$ cat config.mk
export PLATFORM = sky130hd
export DESIGN_NAME = integer_to_ascii_formatter
export DESIGN_NICKNAME = d
export VERILOG_FILES = /design/src/hdl/ita_pkg.sv /design/src/hdl/ita_bcd.sv /design/src/hdl/ita_digits.sv /design/src/hdl/integer_to_ascii_formatter.sv
export SDC_FILE = /design/constraint.sdc
export NUM_CORES = 1
export LEC_CHECK = 0
export BUFFER_PORTS_ARGS = -buffer_cell sky130_fd_sc_hd__buf_4
export CAP_MARGIN = 20
export CORE_UTILIZATION = 35
export DETAILED_ROUTE_END_ITERATION = 10
export REMOVE_ABC_BUFFERS = 1
export SYNTH_ARGS = -nofsm -noshare
export SYNTH_HDL_FRONTEND = slang
export SYNTH_SLANG_ARGS = --single-unit
$ cat constraint.sdc
create_clock -name clk -period 5.7 [get_ports clk]
set_input_delay 0.57 -clock clk [delete_from_list [all_inputs] [get_ports clk]]
set_output_delay 0.57 -clock clk [all_outputs]
set_load 0.01 [all_outputs]
$ cat src/hdl/ita_pkg.sv
// Shared types, codes and character helpers for the integer to ASCII formatter.
package ita_pkg;

    localparam int unsigned ValueWidth = 64;
    localparam int unsigned WordWidth  = 32;
    localparam int unsigned BcdDigits  = 10;
    localparam int unsigned BcdWidth   = 4 * BcdDigits;
    localparam int unsigned CountWidth = 5;

    localparam logic [2:0] KIND_SDEC  = 3'd0;
    localparam logic [2:0] KIND_UDEC  = 3'd1;
    localparam logic [2:0] KIND_HEX_L = 3'd2;
    localparam logic [2:0] KIND_HEX_U = 3'd3;
    localparam logic [2:0] KIND_PTR   = 3'd4;

    localparam logic [CountWidth-1:0] CNT_PTR = 5'd16;
    localparam logic [CountWidth-1:0] CNT_HEX = 5'd8;
    localparam logic [CountWidth-1:0] CNT_DEC = 5'd10;

    typedef enum logic [2:0] {
        ST_IDLE,
        ST_CONVERT,
        ST_SKIP,
        ST_PREFIX,
        ST_DIGITS
    } state_t;

    typedef enum logic [1:0] {
        PFX_NONE,
        PFX_MINUS,
        PFX_HEX,
        PFX_NIL
    } pfx_t;

    typedef struct packed {
        logic load;
        logic shift;
    } ita_dig_ctrl_t;

    function automatic logic [2:0] pfx_len(input pfx_t pfx);
        logic [2:0] len;
        case (pfx)
            PFX_MINUS: len = 3'd1;
            PFX_HEX:   len = 3'd2;
            PFX_NIL:   len = 3'd5;
            default:   len = 3'd0;
        endcase
        return len;
    endfunction

    function automatic logic [7:0] pfx_char(input pfx_t pfx, input logic [2:0] idx);
        logic [7:0] ch;
        ch = 8'h30;
        case (pfx)
            PFX_MINUS: ch = 8'h2d;
            PFX_HEX:   ch = (idx == 3'd0) ? 8'h30 : 8'h78;
            PFX_NIL:
            begin
                case (idx)
                    3'd0:    ch = 8'h28;
                    3'd1:    ch = 8'h6e;
                    3'd2:    ch = 8'h69;
                    3'd3:    ch = 8'h6c;
                    default: ch = 8'h29;
                endcase
            end
            default:   ch = 8'h30;
        endcase
        return ch;
    endfunction

    function automatic logic [7:0] digit_char(input logic [3:0] nib, input logic upper);
        logic [7:0] ch;
        if (nib < 4'd10)
        begin
            ch = 8'h30 + {4'b0, nib};
        end
        else
        begin
            ch = (upper ? 8'h41 : 8'h61) + {4'b0, nib} - 8'd10;
        end
        return ch;
    endfunction

endpackage

$ cat src/hdl/ita_bcd.sv
// Bit-serial binary to BCD converter using shift-and-add-three, one bit per cycle.
module ita_bcd (
    input  logic                               clk,
    input  logic                               rst_n,
    input  logic                               start,
    input  logic [ita_pkg::WordWidth-1:0]      bin,
    output logic                               done,
    output logic [ita_pkg::BcdWidth-1:0]       bcd
);

    logic [ita_pkg::WordWidth-1:0] bin_reg;
    logic [ita_pkg::WordWidth-1:0] bin_next;
    logic [ita_pkg::BcdWidth-1:0]  bcd_reg;
    logic [ita_pkg::BcdWidth-1:0]  bcd_next;
    logic [ita_pkg::BcdWidth-1:0]  adj;
    logic [5:0]                    cnt_reg;
    logic [5:0]                    cnt_next;
    logic                          done_reg;
    logic                          done_next;

    always_comb
    begin
        for (int i = 0; i < ita_pkg::BcdDigits; i++)
        begin
            adj[4*i +: 4] = (bcd_reg[4*i +: 4] >= 4'd5) ? bcd_reg[4*i +: 4] + 4'd3
                                                        : bcd_reg[4*i +: 4];
        end
    end

    always_comb
    begin
        bin_next  = bin_reg;
        bcd_next  = bcd_reg;
        cnt_next  = cnt_reg;
        done_next = 1'b0;
        if (start)
        begin
            bin_next = bin;
            bcd_next = '0;
            cnt_next = 6'(ita_pkg::WordWidth);
        end
        else if (cnt_reg != 6'd0)
        begin
            bin_next  = {bin_reg[ita_pkg::WordWidth-2:0], 1'b0};
            bcd_next  = {adj[ita_pkg::BcdWidth-2:0], bin_reg[ita_pkg::WordWidth-1]};
            cnt_next  = cnt_reg - 6'd1;
            done_next = (cnt_reg == 6'd1);
        end
    end

    always_ff @(posedge clk or negedge rst_n)
    begin
        if (!rst_n)
        begin
            cnt_reg  <= '0;
            done_reg <= 1'b0;
        end
        else
        begin
            cnt_reg  <= cnt_next;
            done_reg <= done_next;
        end
    end

    always_ff @(posedge clk)
    begin
        bin_reg <= bin_next;
        bcd_reg <= bcd_next;
    end

    assign done = done_reg;
    assign bcd  = bcd_reg;

endmodule

$ cat src/hdl/ita_digits.sv
// Digit shift register that presents one nibble at a time, most significant first.
module ita_digits (
    input  logic                                 clk,
    input  logic                                 rst_n,
    input  ita_pkg::ita_dig_ctrl_t               ctrl,
    input  logic [ita_pkg::ValueWidth-1:0]       load_data,
    input  logic [ita_pkg::CountWidth-1:0]       load_count,
    output logic [3:0]                           top_nibble,
    output logic [ita_pkg::CountWidth-1:0]       count
);

    logic [ita_pkg::ValueWidth-1:0] dig_reg;
    logic [ita_pkg::ValueWidth-1:0] dig_next;
    logic [ita_pkg::CountWidth-1:0] cnt_reg;
    logic [ita_pkg::CountWidth-1:0] cnt_next;

    always_comb
    begin
        dig_next = dig_reg;
        cnt_next = cnt_reg;
        if (ctrl.load)
        begin
            dig_next = load_data;
            cnt_next = load_count;
        end
        else if (ctrl.shift)
        begin
            dig_next = {dig_reg[ita_pkg::ValueWidth-5:0], 4'b0};
            cnt_next = cnt_reg - 5'd1;
        end
    end

    always_ff @(posedge clk or negedge rst_n)
    begin
        if (!rst_n)
        begin
            cnt_reg <= '0;
        end
        else
        begin
            cnt_reg <= cnt_next;
        end
    end

    always_ff @(posedge clk)
    begin
        dig_reg <= dig_next;
    end

    assign top_nibble = dig_reg[ita_pkg::ValueWidth-1 -: 4];
    assign count      = cnt_reg;

endmodule

$ cat src/hdl/integer_to_ascii_formatter.sv
// Top level of the integer to ASCII formatter: sequencer and output register.
//
// An input word carries a number in s_axis_tdata and a format kind in s_axis_tuser:
// signed decimal, unsigned decimal, lowercase hex, uppercase hex or a 64-bit pointer.
// The text of the number leaves on the master side one character per word, most
// significant first, with m_axis_tlast on its final character.
// Hex and pointer numbers are loaded straight into a nibble shift register. Decimal
// numbers first pass through a bit-serial BCD converter. Leading zero digits are
// then dropped one per cycle, after which the prefix ("-", "0x" or "(nil)") and
// the digits leave at one character per cycle while the output register is free.
// One number is in work at a time; the next is accepted once the final character
// has entered the output register, even while it still waits. When the receiver
// holds m_axis_tready low, the output register keeps its word and the sequencer
// waits before it emits another character. Reset empties the output register and
// returns to idle.
module integer_to_ascii_formatter (
    input  logic        clk,
    input  logic        rst_n,
    input  logic        s_axis_tvalid,
    output logic        s_axis_tready,
    input  logic [63:0] s_axis_tdata,   // value[63:0]
    input  logic [2:0]  s_axis_tuser,   // kind[2:0]
    output logic        m_axis_tvalid,
    input  logic        m_axis_tready,
    output logic [7:0]  m_axis_tdata,   // char_out[7:0]
    output logic        m_axis_tlast
);

    ita_pkg::state_t state_reg;
    ita_pkg::state_t state_next;
    ita_pkg::pfx_t   pfx_reg;
    ita_pkg::pfx_t   pfx_next;
    logic            upper_reg;
    logic            upper_next;
    logic [2:0]      pidx_reg;
    logic [2:0]      pidx_next;
    logic            m_valid_reg;
    logic            m_valid_next;
    logic [7:0]      m_data_reg;
    logic [7:0]      m_data_next;
    logic            m_last_reg;
    logic            m_last_next;

    logic                                 accept;
    logic                                 out_free;
    logic [ita_pkg::WordWidth-1:0]        low;
    logic [ita_pkg::WordWidth-1:0]        mag;
    logic                                 is_ptr;
    logic                                 is_hex;
    logic                                 is_dec;
    logic                                 neg;
    logic                                 ptr_nil;
    ita_pkg::pfx_t                        in_pfx;

    logic                                 bcd_start;
    logic                                 bcd_done;
    logic [ita_pkg::BcdWidth-1:0]         bcd;

    ita_pkg::ita_dig_ctrl_t               dig_ctrl;
    logic [ita_pkg::ValueWidth-1:0]       dig_load_data;
    logic [ita_pkg::CountWidth-1:0]       dig_load_count;
    logic [3:0]                           top_nibble;
    logic [ita_pkg::CountWidth-1:0]       dig_count;

    logic                                 emit;
    logic [7:0]                           emit_char;
    logic                                 emit_last;
    logic                                 skip_more;
    logic                                 pfx_end;

    assign accept   = s_axis_tvalid && s_axis_tready;
    assign out_free = !m_valid_reg || m_axis_tready;

    assign low     = s_axis_tdata[ita_pkg::WordWidth-1:0];
    assign is_ptr  = (s_axis_tuser == ita_pkg::KIND_PTR);
    assign is_hex  = (s_axis_tuser == ita_pkg::KIND_HEX_L) ||
                     (s_axis_tuser == ita_pkg::KIND_HEX_U);
    assign is_dec  = !is_ptr && !is_hex;
    assign neg     = (s_axis_tuser == ita_pkg::KIND_SDEC) && low[ita_pkg::WordWidth-1];
    assign mag     = neg ? (ita_pkg::WordWidth'(0) - low) : low;
    assign ptr_nil = is_ptr && (s_axis_tdata == '0);

    always_comb
    begin
        if (ptr_nil)
        begin
            in_pfx = ita_pkg::PFX_NIL;
        end
        else if (is_ptr)
        begin
            in_pfx = ita_pkg::PFX_HEX;
        end
        else if (neg)
        begin
            in_pfx = ita_pkg::PFX_MINUS;
        end
        else
        begin
            in_pfx = ita_pkg::PFX_NONE;
        end
    end

    assign skip_more = (top_nibble == 4'd0) && (dig_count > 5'd1);
    assign pfx_end   = (pidx_reg == (ita_pkg::pfx_len(pfx_reg) - 3'd1));

    ita_bcd u_bcd (
        .clk   (clk),
        .rst_n (rst_n),
        .start (bcd_start),
        .bin   (mag),
        .done  (bcd_done),
        .bcd   (bcd)
    );

    ita_digits u_digits (
        .clk        (clk),
        .rst_n      (rst_n),
        .ctrl       (dig_ctrl),
        .load_data  (dig_load_data),
        .load_count (dig_load_count),
        .top_nibble (top_nibble),
        .count      (dig_count)
    );

    always_comb
    begin
        state_next = state_reg;
        case (state_reg)
            ita_pkg::ST_IDLE:
            begin
                if (accept)
                begin
                    if (ptr_nil)
                    begin
                        state_next = ita_pkg::ST_PREFIX;
                    end
                    else if (is_dec)
                    begin
                        state_next = ita_pkg::ST_CONVERT;
                    end
                    else
                    begin
                        state_next = ita_pkg::ST_SKIP;
                    end
                end
            end
            ita_pkg::ST_CONVERT:
            begin
                if (bcd_done)
                begin
                    state_next = ita_pkg::ST_SKIP;
                end
            end
            ita_pkg::ST_SKIP:
            begin
                if (!skip_more)
                begin
                    state_next = (pfx_reg == ita_pkg::PFX_NONE) ? ita_pkg::ST_DIGITS
                                                                : ita_pkg::ST_PREFIX;
                end
            end
            ita_pkg::ST_PREFIX:
            begin
                if (out_free && pfx_end)
                begin
                    state_next = (pfx_reg == ita_pkg::PFX_NIL) ? ita_pkg::ST_IDLE
                                                               : ita_pkg::ST_DIGITS;
                end
            end
            ita_pkg::ST_DIGITS:
            begin
                if (out_free && (dig_count == 5'd1))
                begin
                    state_next = ita_pkg::ST_IDLE;
                end
            end
            default:
            begin
                state_next = ita_pkg::ST_IDLE;
            end
        endcase
    end

    always_comb
    begin
        s_axis_tready  = 1'b0;
        bcd_start      = 1'b0;
        dig_ctrl       = '0;
        dig_load_data  = {low, {ita_pkg::WordWidth{1'b0}}};
        dig_load_count = ita_pkg::CNT_HEX;
        emit           = 1'b0;
        emit_char      = ita_pkg::digit_char(top_nibble, upper_reg);
        emit_last      = 1'b0;
        pfx_next       = pfx_reg;
        upper_next     = upper_reg;
        pidx_next      = pidx_reg;
        case (state_reg)
            ita_pkg::ST_IDLE:
            begin
                s_axis_tready = 1'b1;
                if (accept)
                begin
                    pfx_next      = in_pfx;
                    upper_next    = (s_axis_tuser == ita_pkg::KIND_HEX_U);
                    pidx_next     = 3'd0;
                    bcd_start     = is_dec;
                    dig_ctrl.load = !is_dec;
                    if (is_ptr)
                    begin
                        dig_load_data  = s_axis_tdata;
                        dig_load_count = ita_pkg::CNT_PTR;
                    end
                end
            end
            ita_pkg::ST_CONVERT:
            begin
                dig_load_data  = {bcd, {(ita_pkg::ValueWidth - ita_pkg::BcdWidth){1'b0}}};
                dig_load_count = ita_pkg::CNT_DEC;
                dig_ctrl.load  = bcd_done;
            end
            ita_pkg::ST_SKIP:
            begin
                dig_ctrl.shift = skip_more;
            end
            ita_pkg::ST_PREFIX:
            begin
                emit_char = ita_pkg::pfx_char(pfx_reg, pidx_reg);
                emit_last = (pfx_reg == ita_pkg::PFX_NIL) && pfx_end;
                if (out_free)
                begin
                    emit      = 1'b1;
                    pidx_next = pidx_reg + 3'd1;
                end
            end
            ita_pkg::ST_DIGITS:
            begin
                emit_last = (dig_count == 5'd1);
                if (out_free)
                begin
                    emit           = 1'b1;
                    dig_ctrl.shift = 1'b1;
                end
            end
            default:
            begin
                s_axis_tready = 1'b0;
            end
        endcase
    end

    always_comb
    begin
        m_valid_next = m_valid_reg;
        m_data_next  = m_data_reg;
        m_last_next  = m_last_reg;
        if (emit)
        begin
            m_valid_next = 1'b1;
            m_data_next  = emit_char;
            m_last_next  = emit_last;
        end
        else if (m_axis_tready)
        begin
            m_valid_next = 1'b0;
        end
    end

    always_ff @(posedge clk or negedge rst_n)
    begin
        if (!rst_n)
        begin
            state_reg   <= ita_pkg::ST_IDLE;
            pfx_reg     <= ita_pkg::PFX_NONE;
            upper_reg   <= 1'b0;
            pidx_reg    <= '0;
            m_valid_reg <= 1'b0;
        end
        else
        begin
            state_reg   <= state_next;
            pfx_reg     <= pfx_next;
            upper_reg   <= upper_next;
            pidx_reg    <= pidx_next;
            m_valid_reg <= m_valid_next;
        end
    end

    always_ff @(posedge clk)
    begin
        m_data_reg <= m_data_next;
        m_last_reg <= m_last_next;
    end

    assign m_axis_tvalid = m_valid_reg;
    assign m_axis_tdata  = m_data_reg;
    assign m_axis_tlast  = m_last_reg;

endmodule

* Word level (Yosys, flattened, before mapping) *
Cells that the tools add are included.

word-level totals
  bits in registers = 167
  word-level logic and storage cells = 155

operators by class
  equality and inequality tests = 22
  $lt $le $gt $ge = 12
  add/subtract/negate cells = 18
  multiplexer cells = 61
  reductions and logical operators = 29

operators with widths
  cell                                                 count
  two-way mux 64 bit                                   4
  one-hot mux 64 bit (2 select lines)                  1
  two-way mux 32 bit                                   3
  logical NOT 64 bit                                   1
  >= comparator 4 x 3 -> 1 bit, second input constant  10
  adder 4 x 2 -> 4 bit, second input constant          9
  two-way mux 4 bit                                    9
  subtractor 1 x 32 -> 32 bit, first input constant    1
  two-way mux 3 bit                                    10
  one-hot mux 7 bit (4 select lines)                   1
  one-hot mux 7 bit (3 select lines)                   1
  two-way mux 5 bit                                    4
  == test 3 x 2 -> 1 bit, second input constant        6
  two-way mux 6 bit                                    3
  two-way mux 8 bit                                    2
  one-hot mux 3 bit (5 select lines)                   1
  two-way mux 1 bit                                    11
  != test 2 bit, second input constant                 5
  one-hot mux 5 bit (2 select lines)                   1
  logical NOT 3 bit                                    3
  one-hot mux 3 bit (3 select lines)                   1
  adder 7 x 4 -> 8 bit                                 1
  logical AND 1 bit                                    8
  two-way mux 2 bit                                    4
  30 further kinds                                     42

* Longest topological paths before layout *
  depth in word-level cells = 8
  depth in mapped cells = 9
  gate-level depth less buffers = 7

* Cells and area by module *
Synthesis repeated with hierarchy kept, for this count alone.

unflattened totals
  cell total of the unflattened synthesis = 1029
  area, all modules = 10415.0 um2

modules (own cells, without submodules)
  module                      instances  cells an instance  area an instance (um2)  seq. area each (um2)
  ita_bcd                     1          456                4357.9                  1936.9
  ita_digits                  1          168                3134.3                  2047.0
  integer_to_ascii_formatter  1          405                2922.8                  490.5

* Worst setup path after synthesis *
OpenSTA, ideal clock, no wires.

  path type = register to register
  start = register state_reg[1]
  end = register u_digits.dig_reg[0] (netlist bit) (enable)
  cell stages (with the launch flop) = 7
  required time = 5.276 ns
  path buffers = 2
  arrival = 3.115 ns
  library setup time = 0.424 ns
  slack = 2.161 ns
  cells stage by stage = dfrtp_1 > buf_2 > nor4b_1 > o21a_1 > nor2_1 > clkbuf_1 > nand2_1

on the way
  cells in the longest elaborated chain, start to end = 6
  elaborated cells on any way between the ends = 10
  classes of those cells = eq/ne: 3; mux: 4; reduce/logical: 3

RTL lines
  element                             RTL line                           RTL
  start: declaration                  integer_to_ascii_formatter.sv:29   ita_pkg::state_t state_reg;
  start signal: assignment            integer_to_ascii_formatter.sv:272  state_reg <= ita_pkg::ST_IDLE;
  start signal: assignment            integer_to_ascii_formatter.sv:280  state_reg <= state_next;
  logical NOT 3 bit                   integer_to_ascii_formatter.sv:197  case (state_reg)
  two-way mux 1 bit                   integer_to_ascii_formatter.sv:197
  logical AND 1 bit                   integer_to_ascii_formatter.sv:71   assign accept = s_axis_tvalid && s_axis_tready;
  two-way mux 1 bit                   integer_to_ascii_formatter.sv:201  if (accept)
  one-hot mux 1 bit (2 select lines)  integer_to_ascii_formatter.sv:197
  nonzero test 2 bit (no line) *      -
  end signal: assignment              ita_digits.sv:47                   dig_reg <= dig_next;
  end: declaration                    ita_digits.sv:12                   logic [ita_pkg::ValueWidth-1:0] dig_reg;

Every way passes the cells marked *; elsewhere a longest branch is shown, timed or not.
A chain may end at the register's enable or synchronous reset.

* Worst setup path in the final report *
  start = register u_digits.cnt_reg, in the netlist u_digits.count[1]
  end = register u_digits.dig_reg[33] (netlist bit) (enable)

on the way
  cells in the longest elaborated chain, start to end = 4

RTL lines
  element                             RTL line                           RTL
  start: declaration                  ita_digits.sv:14                   logic [ita_pkg::CountWidth-1:0] cnt_reg;
  start signal: assignment            ita_digits.sv:41                   cnt_reg <= cnt_next;
  > comparator 5 x 1 -> 1 bit         integer_to_ascii_formatter.sv:103  assign skip_more = (top_nibble == 4'd0) && (dig_count > 5'd1);
  logical AND 1 bit                   integer_to_ascii_formatter.sv:103
  one-hot mux 1 bit (2 select lines)  integer_to_ascii_formatter.sv:197
  nonzero test 2 bit (no line)        -

Every way passes these cells.

==> metrics.md <==
| Metric | Value |
|---|---|
| WP data required | `5820 ps` |
| Clk buf depth | `2` |
| CTS Sinks | `166` |
| Reg clk slew, reported paths | `70 ps` |
| Clock root cell | `clkbuf_16` |
| VDD IR-drop max | `0.243 mV` |
| Tot GR Track Use | `19.7%` |
| Std cell rows | `59` |
| Total wire length | `25,900 um` |
| Outcome | `finished, final reports clean` |
| Post-cts resize count | `0` |
| Wire length per cell | `19.2 um` |
| Worst Tran Pin Value | `1120 ps` |
| Final antenna-violating net count | `0` |
| Post-synth top flop | `edfxtp_1` |
| Share of the synthesized area in the top cell type | `33.7%` |
| Tmin final | `3000 ps` |
| Critical path capture point type | `register` |
| Worst path arrival time | `3110 ps` |
| Fmax | `0.334 GHz` |
| Post-synth EDFFs | `104` |
| Layout cell share with drive strength beyond 1 | `14.0%` |
| Async SR Flop Fraction | `13.3%` |
| Die width | `165 um` |
| Chip height | `165 um` |
| Cell taking the most area after synthesis | `edfxtp_1` |
| Post-synthesis cell count | `955` |
| Total Nets Final | `1,112` |
| GPL Wtd Cong | `0.892` |
| Number of flip-flops in the largest register | `64` |
| Critical Path, Cell by Cell | `inv_1 -> ha_1 -> o21bai_1 -> a2111oi_0 -> a31oi_1 -> nand2_2 -> buf_12 -> buf_4` |
| Critical path type | `reg -> reg` |
| H-tree lvl count | `4` |
| Vias per cell | `5.68` |
| Post-DP HPWL | `18,100 um` |
| Largest cells by area after synthesis | `edfxtp_1 34%, dfxtp_1 8.6%, dfrtp_1 5.9%` |
| CTS Buf Count | `17` |
| Worst min-delay path category | `in -> async` |
| Final slew viol count | `0` |
| Initial Util | `35.6%` |
| DRT iter0 DRCs | `924` |
| Yosys synthesis warning count | `0` |
| Post-synth design cell area | `0.00926 mm2` |
| Hold-fix buffers at CTS | `0` |
| Inserted Diodes | `0` |
| Synthesis-to-finish area growth | `16.1%` |
| Power density cells | `503 mW/mm2` |
| Critical Path Source Type | `register` |
| CTS tree | `built` |
| First-pass GRT wire length | `40,600 um` |
| Final setup viols | `0` |
| Die Area | `0.0271 mm2` |
| Seq/Total Area, Yosys | `48.3%` |
| CP peak stage delay | `690 ps` |
| Drt pass-1 iters | `9` |
| Crit-path slowest cell | `a2111oi_0` |
| RSZ-0062 raised after global routing | `no` |
| Vias | `7,673` |
| Post-CTS Setup Inserts | `0` |
| Maxcap violations | `0` |
| Final Hold Viols | `0` |
| Syn_area_per_cell | `9.70 um2` |
| Slew HR | `24.5%` |
| Ports | `82` |
| DRC | `0` |
| Pleak | `4.14 nW` |
| Pin count of the biggest net entering global routing | `64` |
| Core ar. | `0.0260 mm2` |
| Fillers | `2,566` |
| Clock Skew | `12.8 ps` |
| Setup_tns | `0 ps` |
| Number of global-route vias before repair | `7,178` |
| Gr ovfl total | `0` |
| Worst-Skew Late Latency | `430 ps` |
| Worst Path Max Fanout | `40` |
| Port Buf Inserts | `80` |
| Initial antenna violation count | `1` |
| Yosys reg bits | `166` |
| Core Util, Final | `41.4%` |
| Crit share post-route | `52.5%` |
| Post-synthesis cell type count | `64` |
area by class of cell:
| type | instances | area [um2] | area share [%] |
|---|---|---|---|
| flip-flops and latches | 166 | 4470 | 41.6 |
| well taps | 335 | 419 | 3.90 |
| clock buffers | 21 | 514 | 4.78 |
| inverters | 48 | 180 | 1.68 |
| repair buffers | 93 | 708 | 6.59 |
| clock inverters | 11 | 82.6 | 0.768 |
| multi-input cells | 678 | 4370 | 40.7 |
through the flow:
step / hold slack, ps / power (mW) / instances / setup WS (ps) / area, um2
2_1_floorplan: 274 / 3.62 / 892 / 604 / 8990
3_5_place_dp: 475 / 4.24 / 1318 / 1950 / 10100
5_1_grt: 35.9 / 5.80 / 1352 / 2360 / 10800
6_report: 25.6 / 5.41 / 1352 / 2700 / 10800
4_1_cts: 33.6 / 5.42 / 1350 / 2260 / 10700
3_3_place_gp: 462 / 4.19 / 1318 / 1970 / 10100
power breakdown:
part           leakage, nW  total [mW]  switching (mW)  internal (mW)
clock network        0.300        1.16           0.510          0.654
logic                 2.20        2.05            1.18          0.870
registers             1.64        2.19           0.336           1.86
synth_stat cells (20+ instances only):
master and number:
a222oi_1 28, a22oi_1 24, nor3_1 24, nand3_1 20
nor2_1 70, ha_1 37, dfxtp_1 40, inv_1 48
edfxtp_1 104, a21oi_1 78, clkbuf_1 50, nand2_1 98
a22o_1 20, o21ai_0 74, dfrtp_1 22, xnor2_1 35
cells in the final DEF, fill, tap and decap left out, drive strengths merged, types with 3 or more instances in the layout:
cell type | netlist | final
xor2 | 11 | 11
nor2 | 70 | 70
a22o | 20 | 20
buf | 13 | 92
nor3b | 10 | 10
and3 | 6 | 6
nor3 | 25 | 25
o41ai | 4 | 4
nand4 | 6 | 6
o21ai | 74 | 74
nand3 | 21 | 21
clkinv | 0 | 6
nor4 | 12 | 12
or3 | 5 | 5
clkbuf | 50 | 22
and2 | 3 | 3
ha | 37 | 37
nor4b | 4 | 4
a22oi | 24 | 24
a31oi | 10 | 10
nand2 | 98 | 98
dfxtp | 40 | 40
nand2b | 13 | 13
nor2b | 4 | 4
dfrtp | 22 | 22
o21bai | 4 | 4
mux2i | 14 | 14
or4 | 7 | 7
a222oi | 28 | 28
a311oi | 3 | 3
xnor2 | 35 | 35
inv | 48 | 53
a41oi | 7 | 7
edfxtp | 104 | 104
a21oi | 78 | 78
a211oi | 19 | 19
layer usage:
| layer | global-route usage (%) | vias to the layer above | share of wire [%] |
|---|---|---|---|
| li1 | - | 3655 | - |
| met1 | 27.5 | 3664 | 44 |
| met2 | 31.3 | 331 | 46 |
| met3 | 4.04 | 23 | 8.4 |
| met4 | 4.59 | 0 | 1.1 |
| met5 | 0 | - | 0 |
logic make-up (layout without fill, tap and decap cells):
logic type	after synthesis	count (layout)	share of synthesized area (%)
flip-flops	166	166	48.3
AO/OA/AOI/OAI	288	288	20.5
multiplexers	15	15	1.68
buffers and inverters	111	173	4.85
other	1	1	0.0405
AND/OR/NAND/NOR	291	291	15.3
adder cells (fa/ha/maj)	37	37	5.00
XOR/XNOR	46	46	4.35
path summary, 6_finish.rpt:
path / depth (start not counted) / slack, ps / end / start
worst min-delay path: 1 / 30 / u_bcd.cnt_reg[2]$_DFFE_PN0P_ / rst_n
worst max register to register: 8 / 2700 / u_digits.dig_reg[33]$_DFFE_PP_ / u_digits.count[1]$_DFFE_PN0P_
worst min register to register: 2 / 480 / u_bcd.bcd[37]$_SDFFE_PP0P_ / u_bcd.bcd[37]$_SDFFE_PP0P_
worst max-delay path: 8 / 2700 / u_digits.dig_reg[33]$_DFFE_PP_ / u_digits.count[1]$_DFFE_PN0P_
min in group clk: 3 / 450 / upper_reg$_DFFE_PN0P_ / s_axis_tuser[0]
max in group asynchronous: 1 / 5420 / state_reg[1]$_DFFE_PN0P_ / rst_n
critical path: cells and delay by family (launching register included):
| kind | cells | cell delay, ps |
|---|---|---|
| AO/OA/AOI/OAI | 3 | 1110 |
| adder cells (fa/ha/maj) | 1 | 210 |
| buffers and inverters | 3 | 680 |
| flip-flops | 1 | 370 |
| AND/OR/NAND/NOR | 1 | 290 |
Note: power is estimated with default switching activity, not from simulation.
